## src/hw/rtl/second_order_lag_filter_top_defines.svh

```systemverilog
// Assertion macros for the second-order lag filter.
`ifndef SECOND_ORDER_LAG_FILTER_TOP_DEFINES_SVH
`define SECOND_ORDER_LAG_FILTER_TOP_DEFINES_SVH

// Same-cycle implication, checked on every rising edge outside reset.
`define SOF_ASSERT_NOW(label, ante, cons) \
  label: assert property (@(posedge clk) disable iff (rst) (ante) |-> (cons)) \
    else $error("second_order_lag_filter: same-cycle check failed");

// Next-cycle implication, checked on every rising edge outside reset.
`define SOF_ASSERT_NEXT(label, ante, cons) \
  label: assert property (@(posedge clk) disable iff (rst) (ante) |=> (cons)) \
    else $error("second_order_lag_filter: next-cycle check failed");

`endif

```

## src/hw/rtl/sof_pkg.sv

```systemverilog
// Shared types and constants of the second-order lag filter.
package sof_pkg;

  // Scaled accumulator width; all products and sums wrap at this width.
  localparam int WORD_W = 32;
  // Coefficient register width.
  localparam int COEF_W = 9;
  // Configuration register index width.
  localparam int CFG_INDEX_W = 3;

  // Configuration register indexes.
  localparam logic [CFG_INDEX_W-1:0] REG_COEF_OLDER_OUTPUT   = 3'd0;
  localparam logic [CFG_INDEX_W-1:0] REG_COEF_LAST_OUTPUT    = 3'd1;
  localparam logic [CFG_INDEX_W-1:0] REG_COEF_OLDER_SAMPLE   = 3'd2;
  localparam logic [CFG_INDEX_W-1:0] REG_COEF_LAST_SAMPLE    = 3'd3;
  localparam logic [CFG_INDEX_W-1:0] REG_COEF_CURRENT_SAMPLE = 3'd4;

  // Reset weight of the current sample (unity gain in Q.8).
  localparam logic [COEF_W-1:0] COEF_CURRENT_RESET = 9'd256;

  // Request commands.
  localparam logic CMD_FILTER = 1'b0;
  localparam logic CMD_CLEAR  = 1'b1;

  // Coefficient set handed from the register bank to the datapath.
  typedef struct packed {
    logic [COEF_W-1:0] older_output;
    logic [COEF_W-1:0] last_output;
    logic [COEF_W-1:0] older_sample;
    logic [COEF_W-1:0] last_sample;
    logic [COEF_W-1:0] current_sample;
  } coef_t;

endpackage

```

## src/hw/rtl/sof_cfg.sv

```systemverilog
// Coefficient register bank of the second-order lag filter.
module sof_cfg (
  input  logic                             clk,
  input  logic                             rst,
  input  logic                             cfg_write,
  input  logic [sof_pkg::CFG_INDEX_W-1:0]  cfg_index,
  input  logic [sof_pkg::COEF_W-1:0]       cfg_data,
  output sof_pkg::coef_t                   coef
);
  import sof_pkg::*;

  // Write one coefficient per enabled cycle; drop writes to unknown indexes.
  always_ff @(posedge clk) begin
    if (rst) begin
      coef.older_output   <= '0;
      coef.last_output    <= '0;
      coef.older_sample   <= '0;
      coef.last_sample    <= '0;
      coef.current_sample <= COEF_CURRENT_RESET;
    end else if (cfg_write) begin
      case (cfg_index)
        REG_COEF_OLDER_OUTPUT:   coef.older_output   <= cfg_data;
        REG_COEF_LAST_OUTPUT:    coef.last_output    <= cfg_data;
        REG_COEF_OLDER_SAMPLE:   coef.older_sample   <= cfg_data;
        REG_COEF_LAST_SAMPLE:    coef.last_sample    <= cfg_data;
        REG_COEF_CURRENT_SAMPLE: coef.current_sample <= cfg_data;
        default: begin
        end
      endcase
    end
  end

endmodule

```

## src/hw/rtl/sof_core.sv

```systemverilog
// Filter datapath: history registers, five-term sum, overshoot clamp, rounding.
module sof_core #(
  parameter int SAMPLE_BITS   = 16,
  parameter int FRACTION_BITS = 8
) (
  input  logic                   clk,
  input  logic                   rst,
  input  logic                   advance,
  input  logic                   command,
  input  logic [SAMPLE_BITS-1:0] sample,
  input  sof_pkg::coef_t         coef,
  output logic [SAMPLE_BITS-1:0] filtered_next
);
  import sof_pkg::*;

  localparam logic [WORD_W-1:0] HALF = WORD_W'(1) << (FRACTION_BITS - 1);

  // History registers, Q.8 outputs and raw samples.
  logic [WORD_W-1:0]      last_output;
  logic [WORD_W-1:0]      older_output;
  logic [SAMPLE_BITS-1:0] last_sample;
  logic [SAMPLE_BITS-1:0] older_sample;

  logic [WORD_W-1:0]      prod_older_out;
  logic [WORD_W-1:0]      prod_last_out;
  logic [WORD_W-1:0]      prod_older_smp;
  logic [WORD_W-1:0]      prod_last_smp;
  logic [WORD_W-1:0]      prod_cur_smp;
  logic [WORD_W-1:0]      biased_older_out;
  logic [WORD_W-1:0]      biased_last_out;
  logic [WORD_W-1:0]      term_older_out;
  logic [WORD_W-1:0]      term_last_out;
  logic [WORD_W-1:0]      scaled_in;
  logic [WORD_W-1:0]      sum;
  logic [WORD_W-1:0]      output_next;
  logic [WORD_W-1:0]      biased_output;
  logic [WORD_W-1:0]      rounded_output;

  // Five products, each wrapped at the accumulator width.
  always_comb begin
    prod_older_out = WORD_W'(coef.older_output)   * older_output;
    prod_last_out  = WORD_W'(coef.last_output)    * last_output;
    prod_older_smp = WORD_W'(coef.older_sample)   * WORD_W'(older_sample);
    prod_last_smp  = WORD_W'(coef.last_sample)    * WORD_W'(last_sample);
    prod_cur_smp   = WORD_W'(coef.current_sample) * WORD_W'(sample);
  end

  // Round the past-output terms back to Q.8, add all five terms, wrap.
  always_comb begin
    biased_older_out = prod_older_out + HALF;
    biased_last_out  = prod_last_out + HALF;
    term_older_out   = biased_older_out >> FRACTION_BITS;
    term_last_out    = biased_last_out >> FRACTION_BITS;
    sum = term_older_out + term_last_out + prod_older_smp
        + prod_last_smp + prod_cur_smp;
  end

  // Clamp an overshoot past a rising scaled input, then round to sample scale; a clear gives zero.
  always_comb begin
    scaled_in = WORD_W'(sample) << FRACTION_BITS;
    if ((last_output < scaled_in) && (sum > scaled_in)) begin
      output_next = scaled_in;
    end else begin
      output_next = sum;
    end
    biased_output  = output_next + HALF;
    rounded_output = biased_output >> FRACTION_BITS;
    if (command == CMD_CLEAR) begin
      filtered_next = '0;
    end else begin
      filtered_next = rounded_output[SAMPLE_BITS-1:0];
    end
  end

  // Advance the history on each request; clear zeroes it.
  always_ff @(posedge clk) begin
    if (rst) begin
      last_output  <= '0;
      older_output <= '0;
      last_sample  <= '0;
      older_sample <= '0;
    end else if (advance) begin
      if (command == CMD_CLEAR) begin
        last_output  <= '0;
        older_output <= '0;
        last_sample  <= '0;
        older_sample <= '0;
      end else begin
        last_output  <= output_next;
        older_output <= last_output;
        last_sample  <= sample;
        older_sample <= last_sample;
      end
    end
  end

endmodule

```

## src/hw/rtl/second_order_lag_filter_top.sv

```systemverilog
// Second-order lag filter top level: request register, datapath, result register.
//
//   channel   valid          stall          payload
//   input     sample_valid   sample_stall   command, sample
//   output    result_valid   result_stall   filtered
//   config    cfg_write      (none)         cfg_index, cfg_data
//
// One request per cycle sustained while result_stall stays low; a request passes
// the request register, then the result register, and result_valid rises as it
// enters the result register, when that register is free.
// The five-term sum feeding the history update is combinational from the request
// and history registers, which sets the clock period through the multipliers and the adder tree.
// Reset (rst, synchronous) clears history and both valid bits and reloads the reset coefficients.
// A stalled result holds; the request register keeps taking requests until
// it is also full, then sample_stall rises.
module second_order_lag_filter_top #(
  parameter int SAMPLE_BITS   = 16,
  parameter int FRACTION_BITS = 8
) (
  input  logic                            clk,
  input  logic                            rst,
  input  logic                            sample_valid,
  output logic                            sample_stall,
  input  logic                            command,
  input  logic [SAMPLE_BITS-1:0]          sample,
  output logic                            result_valid,
  input  logic                            result_stall,
  output logic [SAMPLE_BITS-1:0]          filtered,
  input  logic                            cfg_write,
  input  logic [sof_pkg::CFG_INDEX_W-1:0] cfg_index,
  input  logic [sof_pkg::COEF_W-1:0]      cfg_data
);
  import sof_pkg::*;

  `include "second_order_lag_filter_top_defines.svh"

  coef_t                  coef;
  logic                   req_valid;
  logic                   req_command;
  logic [SAMPLE_BITS-1:0] req_sample;
  logic                   advance;
  logic                   accept;
  logic [SAMPLE_BITS-1:0] filtered_next;

  // Coefficient registers.
  sof_cfg u_cfg (
    .clk       (clk),
    .rst       (rst),
    .cfg_write (cfg_write),
    .cfg_index (cfg_index),
    .cfg_data  (cfg_data),
    .coef      (coef)
  );

  // Move the held request on whenever the result register is free or draining.
  assign advance      = req_valid && (!result_valid || !result_stall);
  assign sample_stall = req_valid && !advance;
  assign accept       = sample_valid && !sample_stall;

  // Request register.
  always_ff @(posedge clk) begin
    if (rst) begin
      req_valid <= 1'b0;
    end else if (accept) begin
      req_valid <= 1'b1;
    end else if (advance) begin
      req_valid <= 1'b0;
    end
  end

  always_ff @(posedge clk) begin
    if (accept) begin
      req_command <= command;
      req_sample  <= sample;
    end
  end

  // Datapath and filter history.
  sof_core #(
    .SAMPLE_BITS   (SAMPLE_BITS),
    .FRACTION_BITS (FRACTION_BITS)
  ) u_core (
    .clk           (clk),
    .rst           (rst),
    .advance       (advance),
    .command       (req_command),
    .sample        (req_sample),
    .coef          (coef),
    .filtered_next (filtered_next)
  );

  // Result register: load on advance, drop once taken.
  always_ff @(posedge clk) begin
    if (rst) begin
      result_valid <= 1'b0;
    end else if (advance) begin
      result_valid <= 1'b1;
    end else if (!result_stall) begin
      result_valid <= 1'b0;
    end
  end

  always_ff @(posedge clk) begin
    if (advance) begin
      filtered <= filtered_next;
    end
  end

  // A clear request yields a zero result on the next cycle.
  `SOF_ASSERT_NEXT(a_clear_zero, advance && req_command == CMD_CLEAR, result_valid && filtered == '0)
  // Every advanced request shows up as a valid result.
  `SOF_ASSERT_NEXT(a_adv_result, advance, result_valid)
  // A full request register behind a stalled result must stall the input.
  `SOF_ASSERT_NOW(a_full_stall, req_valid && result_valid && result_stall, sample_stall && !advance)

endmodule

```

## config.mk

```make
export PLATFORM = sky130hd
export DESIGN_NAME = second_order_lag_filter_top
export DESIGN_NICKNAME = d
export VERILOG_FILES = /design/src/hw/rtl/sof_pkg.sv /design/src/hw/rtl/sof_cfg.sv /design/src/hw/rtl/sof_core.sv /design/src/hw/rtl/second_order_lag_filter_top.sv
export VERILOG_INCLUDE_DIRS = /design/src /design/src/hw/rtl
export SDC_FILE = /design/constraint.sdc
export NUM_CORES = 2
export LEC_CHECK = 0
export ABC_CLOCK_PERIOD_IN_PS = 28900
export CAP_MARGIN = 5
export CORE_MARGIN = 2
export CORE_UTILIZATION = 55
export DETAILED_ROUTE_END_ITERATION = 8
export DONT_BUFFER_PORTS = 1
export GPL_ROUTABILITY_DRIVEN = 0
export PLACE_DENSITY = 0.69
export SYNTH_ARGS = -nofsm -noshare
export SYNTH_HDL_FRONTEND = slang
export SYNTH_SLANG_ARGS = --single-unit
export TNS_END_PERCENT = 5
```

## constraint.sdc

```tcl
create_clock -name clk -period 28.9 [get_ports clk]
set_clock_uncertainty 0.15 [all_clocks]
set_input_delay 2.89 -clock clk [delete_from_list [all_inputs] [get_ports clk]]
set_output_delay 2.89 -clock clk [all_outputs]
set_load 0.01 [all_outputs]
```

Word-level counts from Yosys, hierarchy flattened:

Index checks and enable logic that the tools add are counted.
W data, S select, Z words.

* register bits: 176
* input port bits: 34
* output and inout port bits: 18
* logic and storage cells: 58

* add/sub/neg operators: 7
* multiply operators: 5
* order comparisons: 2
* equality and inequality tests: 5
* muxes and demuxes: 9
* reduce and logical (&&, ||, !) cells: 16

Operator list (count)
* $add A32 B25 Y32: 3
* $mux W32: 3
* $mul A9 B16 Y25: 3
* $add A32 B8 Y32 const B: 2
* $mul A9 B32 Y32: 2
* $gt A32 B24 Y1: 1
* $lt A32 B24 Y1: 1
* $mux W16: 2
* $add A24 B24 Y25: 1
* $add A24 B8 Y24 const B: 1
* $reduce_and A2 Y1: 5
* $eq A3 B2 Y1 const B: 2
* $logic_and A1 B1 Y1: 4
* $logic_not A1 Y1: 4
* $mux W1: 4
* $eq A3 B1 Y1 const B: 1
* $eq A3 B3 Y1 const B: 1
* $logic_not A3 Y1: 1
* $ne A2 B1 Y1 const B: 1
* $reduce_bool A2 Y1: 1
* $logic_or A1 B1 Y1: 1

Logic depth before layout (Yosys ltp):

* depth in word-level cells: 10
* mapped depth: 65
* depth with buffers taken out: 62

Cells and area by module:

A second synthesis with hierarchy kept.

* cells, all modules: 4002
* area total of the unflattened synthesis: 36194.7 um2

Modules (own cells, without submodules)
* sof_core: instances 1, cells an instance 3796, area each 33298.2 um2, seq. area each 1761.7 um2
* sof_cfg: instances 1, cells an instance 163, area each 1819.2 um2, seq. area each 900.9 um2
* second_order_lag_filter_top: instances 1, cells an instance 43, area each 1077.3 um2, seq. area each 1031.0 um2

Least setup slack after synthesis:

No wires, ideal clock.

* path kind: register -> register
* start: register u_cfg.coef[29] (netlist name)
* end: register filtered[15], data pin
* setup time: 0.269 ns
* arrival time: 13.509 ns
* slack: 14.971 ns
* cell stages (with the launch flop): 60
* buffers on the path: 4
* clock period less this slack: 13.929 ns
* cells stage by stage: dfxtp_1 > clkbuf_1 > buf_1 > nand2_1 > fa_1 > inv_1 > fa_1 > inv_1 > fa_1 > inv_1 > fa_1 > fa_1 > ha_1 > nand2_1 > or4_4 > nand2_1 > xor2_1 > ha_1 > [... 24 more ...] > nand3_1 > ha_1 > a21o_1 > a21o_1 > a21oi_1 > o211ai_1 > o31ai_1 > nor4b_4 > buf_6 > buf_2 > o21ai_0 > o21ai_0 > ha_1 > nand3_1 > or4_1 > a2bb2o_4 > nor4_1 > nor3_1

* cells in the longest elaborated chain, start to end: 10

Ends and longest elaborated chain
* $mul A9 B32 Y32 (*): RTL line sof_core.sv:42 `prod_last_out = WORD_W'(coef.last_output) * last_output;`
* $add A32 B8 Y32 (*): RTL line sof_core.sv:51 `biased_last_out = prod_last_out + HALF;`
* $add A24 B24 Y25 (*): RTL line sof_core.sv:54 `sum = term_older_out + term_last_out + prod_older_smp`
* $add A32 B25 Y32 (*): RTL line sof_core.sv:54
* $add A32 B25 Y32 (*) (2 in a row): RTL line sof_core.sv:55 `+ prod_last_smp + prod_cur_smp;`
* $gt A32 B24 Y1: RTL line sof_core.sv:61 `if ((last_output < scaled_in) && (sum > scaled_in)) begin`
* $logic_and A1 B1 Y1: RTL line sof_core.sv:61
* $mux W32 (*): RTL line sof_core.sv:61
* $add A24 B8 Y24 (*): RTL line sof_core.sv:66 `biased_output = output_next + HALF;`
* end signal: assignment: RTL line second_order_lag_filter_top.sv:105 `filtered <= filtered_next;`
* end: declaration: RTL line second_order_lag_filter_top.sv:28 `output logic [SAMPLE_BITS-1:0] filtered,`

Every way passes the cells marked *; elsewhere a longest branch is shown, timed or not.
A chain may end at the register's enable or synchronous reset.

Worst setup path after layout:

* start: register u_cfg.coef[40] (netlist name)
* end: register filtered[15], data pin

* cells in the longest elaborated chain, start to end: 10

Ends and longest elaborated chain
* $mul A9 B32 Y32 (*): RTL line sof_core.sv:41 `prod_older_out = WORD_W'(coef.older_output) * older_output;`
* $add A32 B8 Y32 (*): RTL line sof_core.sv:50 `biased_older_out = prod_older_out + HALF;`
* $add A24 B24 Y25 (*): RTL line sof_core.sv:54
* $add A32 B25 Y32 (*): RTL line sof_core.sv:54
* $add A32 B25 Y32 (*) (2 in a row): RTL line sof_core.sv:55
* $gt A32 B24 Y1: RTL line sof_core.sv:61
* $logic_and A1 B1 Y1: RTL line sof_core.sv:61
* $mux W32 (*): RTL line sof_core.sv:61
* $add A24 B8 Y24 (*): RTL line sof_core.sv:66

Marks and branches as above.

==> results.py <==
metrics = {
    "run": {
        "maxCapViolCount": 0,
    },
    "timing": {
        "slew_viol_final": 0,
        "timing.final.crit_share": 0.5437,
        "slew-limit-headroom": 0.2060,
        "grt_setup_unrepaired": "no",
        "setup_tns_ns": 0,
        "hold_viol": 0,
        "setup_viol": 0,
        "max_freq_ghz": 0.06365,
        "period_needed_ns": 15.71,
        "worst_slew_pin_slew_ns": 1.187,
        "holdWs_ns": 0.3149,
    },
    "synthesis": {
        "syn-cell-area_sq_um": 36240,
        "yosysWarnings": 0,
        "synthFlopType": "dfxtp_1",
        "synth_top_area_frac": 0.4187,
        "ys_seq_elements": 168,
        "synth_area_leader_cell": "fa_1",
        "synth_edf_count": 33,
        "synthCells": 4070,
        "synth_area_leaders": "fa_1, ha_1, dfxtp_1",
        "synth_cell_types": 88,
        "synth_nets": 5149,
        "async_flop_share": 0,
        "avgSynthCellArea_sq_um": 8.904,
        "ys_seq_area_frac": 0.1019,
    },
    "clocking": {
        "cts.sinks": 168,
        "cts_buffer_depth": 2,
        "numCtsBuffers": 17,
        "cts_root_buffer": "clkbuf_16",
        "post_cts_buffers": 0,
        "ctsHoldBuffers": 0,
        "cts_tree": "done",
        "post_cts_resize_count": 0,
        "htreeDepth": 4,
        "clk_pin_slew_ns": 0.07,
        "insertion_delay_ns": 0.50,
    },
    "routing": {
        "finalWirelength_microns": 97880,
        "drt_pass1_iterations": 6,
        "drc": 0,
        "drt_iter0_markers": 2235,
        "viasPerCell": 5.687,
        "vias": 26940,
        "routedWlPerCell_microns": 20.66,
        "final_antenna_net_count": 0,
    },
    "finish": {
        "layout_common_cells": "fa_1, inv_1, nand2_1, and2_1, ha_1",
        "fin_nets": 4937,
        "final_common_cell": "fa_1",
        "drive_above_1_share": 0.02144,
        "stdcell_count": 4737,
        "fin_util": 0.5660,
        "areaGrowthSynthToFinish_pct": 2.327,
    },
    "floorplanning": {
        "core.rowCount": 94,
        "die-area_sq_um": 67960,
        "start_util": 0.5532,
        "boundaryPins": 52,
        "die_h_microns": 260.7,
        "coreArea_sq_um": 65510,
        "die_w_microns": 260.7,
    },
    "worst_hold_path": {
        "hp-class": "reg -> reg",
        "min_from": "u_cfg.coef[37]",
        "hold_end": "u_cfg.coef[37]",
        "holdPathStages": 2,
    },
    "global_route": {
        "grtUsageMet3": 0.04652,
        "antenna_found_initial": 3,
        "met1_usage": 0.3933,
        "grt-ovfl-total": 0,
        "grt_pass1_vias": 28320,
        "grt_max_degree": 136,
        "grt_use_met2": 0.5183,
        "busiest_layer": "met2",
        "grt_usage": 0.3078,
        "grt_pass1_wl_microns": 159000,
    },
    "pwr": {
        "leakage_nw": 17.84,
        "total_power_mw": 0.6981,
        "vdd_drop_max_v": 0.00004311,
        "p_per_area_nw_per_um2": 18.83,
    },
    "worst_setup_path": {
        "cp.required_ns": 28.98,
        "crit_top_cell": "fa_1",
        "cp_slowest_cell": "dfxtp_1",
        "cp-end-kind": "flop",
        "cp_slowest_stage_delay_ns": 1.04,
        "crit_type": "reg -> reg",
        "r2r-start": "u_cfg.coef[40]",
        "cp-start-kind": "flop",
        "worstReg2RegEnd": "filtered[15]",
        "worstRegToRegCells": 49,
        "rrSetupSlack_ns": 13.19,
        "cp.arrival_ns": 15.79,
        "path_max_fanout": 29,
    },
    "placed_design": {
        "io_buffers": 0,
        "dp_cells": 4703,
        "dp_hpwl_microns": 79060,
    },
    "status": {
        "run_status": "finished, final reports clean",
    },
}
cell usage after synthesis, drive strengths merged (3+ instances only):
master	instances
fa	758
inv	704
nand2	703
and2	351
ha	287
clkbuf	232
a21oi	174
nor2	158
dfxtp	135
xnor2	74
o21ai	56
nor3	46
nor3b	44
a21o	39
edfxtp	33
o21a	28
xor2	27
a22oi	22
buf	20
nand3	16
nor2b	14
and3	12
nand4	12
nand2b	9
o211ai	9
or2	8
a211oi	7
a31oi	7
a211o	6
a2111oi	5
mux2i	5
o2111ai	5
o31a	5
or4	5
o21bai	4
o31ai	4
a21boi	3
a311oi	3
and4	3
o311ai	3
o41ai	3
or4b	3
through the flow:
step	setup slack, ns	cell area, sq um
global route	12.43	37080
floorplan	14.97	36240
finish	13.19	37080
CTS	13.50	37080
global placement	13.89	36500
detailed placement	13.57	36500
state kept, by name, summed over array words and instances, names as in the netlist:
signal,flops
req_command,1
filtered,16
u_core.last_sample,16
u_core.older_output,28
u_core.last_output,28
req_sample,16
u_core.older_sample,16
req_valid,1
u_cfg.coef,45
result_valid,1
layer usage:
metal  wire, microns  up-vias
met3            6438      237
li1                -    11930
met2           48170      971
met5              16        -
met1           38210    13800
met4            5047        2
where the power goes:
part / switching [mW] / internal, mW
sequential: 0.0257 / 0.248
clock: 0.116 / 0.128
combinational: 0.117 / 0.0645
total: 0.258 / 0.440
cell families (layout without fill, tap and decap cells):
family          Yosys count  count (layout)  synth area share
flops                   168             168            0.1019
buf+inv                 956             757            0.1001
xor+xnor                101             101           0.02441
fa+ha+maj              1045            1045            0.5178
mux                       6               6          0.001692
simple gates           1396            1396            0.1836
other cells               0               2                 0
compound gates          398             398           0.07037
critical path, delay by kind of cell, from the launching register on:
family | cells | cell delay [ns]
XOR/XNOR | 3 | 0.81
buffers and inverters | 3 | 0.21
adder cells (fa/ha/maj) | 14 | 5.88
AND/OR/NAND/NOR | 15 | 3.24
flip-flops | 1 | 1.04
AO/OA/AOI/OAI | 14 | 4.08
how the worst max path moves through the flow:
stage | from | end | slack (ns) | depth (start not counted)
floorplan | u_cfg.coef[29] | filtered[15] | 14.97 | 59
global placement | u_cfg.coef[40] | filtered[15] | 13.89 | 49
detailed placement | u_cfg.coef[40] | filtered[15] | 13.57 | 50
CTS | u_cfg.coef[40] | filtered[15] | 13.50 | 50
global route | u_cfg.coef[40] | filtered[15] | 12.43 | 52
finish | u_cfg.coef[40] | filtered[15] | 13.19 | 49
area by class of cell:
| cell class | count | area (sq um) |
|---|---|---|
| antenna | 2 | 5.005 |
| clock inverter | 14 | 146.4 |
| multi-input combinational | 2946 | 28930 |
| fill | 5888 | 28430 |
| tap | 864 | 1081 |
| inverter | 704 | 2643 |
| timing repair buffer | 21 | 157.7 |
| clock buffer | 18 | 429.2 |
| sequential | 168 | 3694 |
No activity file was read; power rests on OpenSTA's default activity.
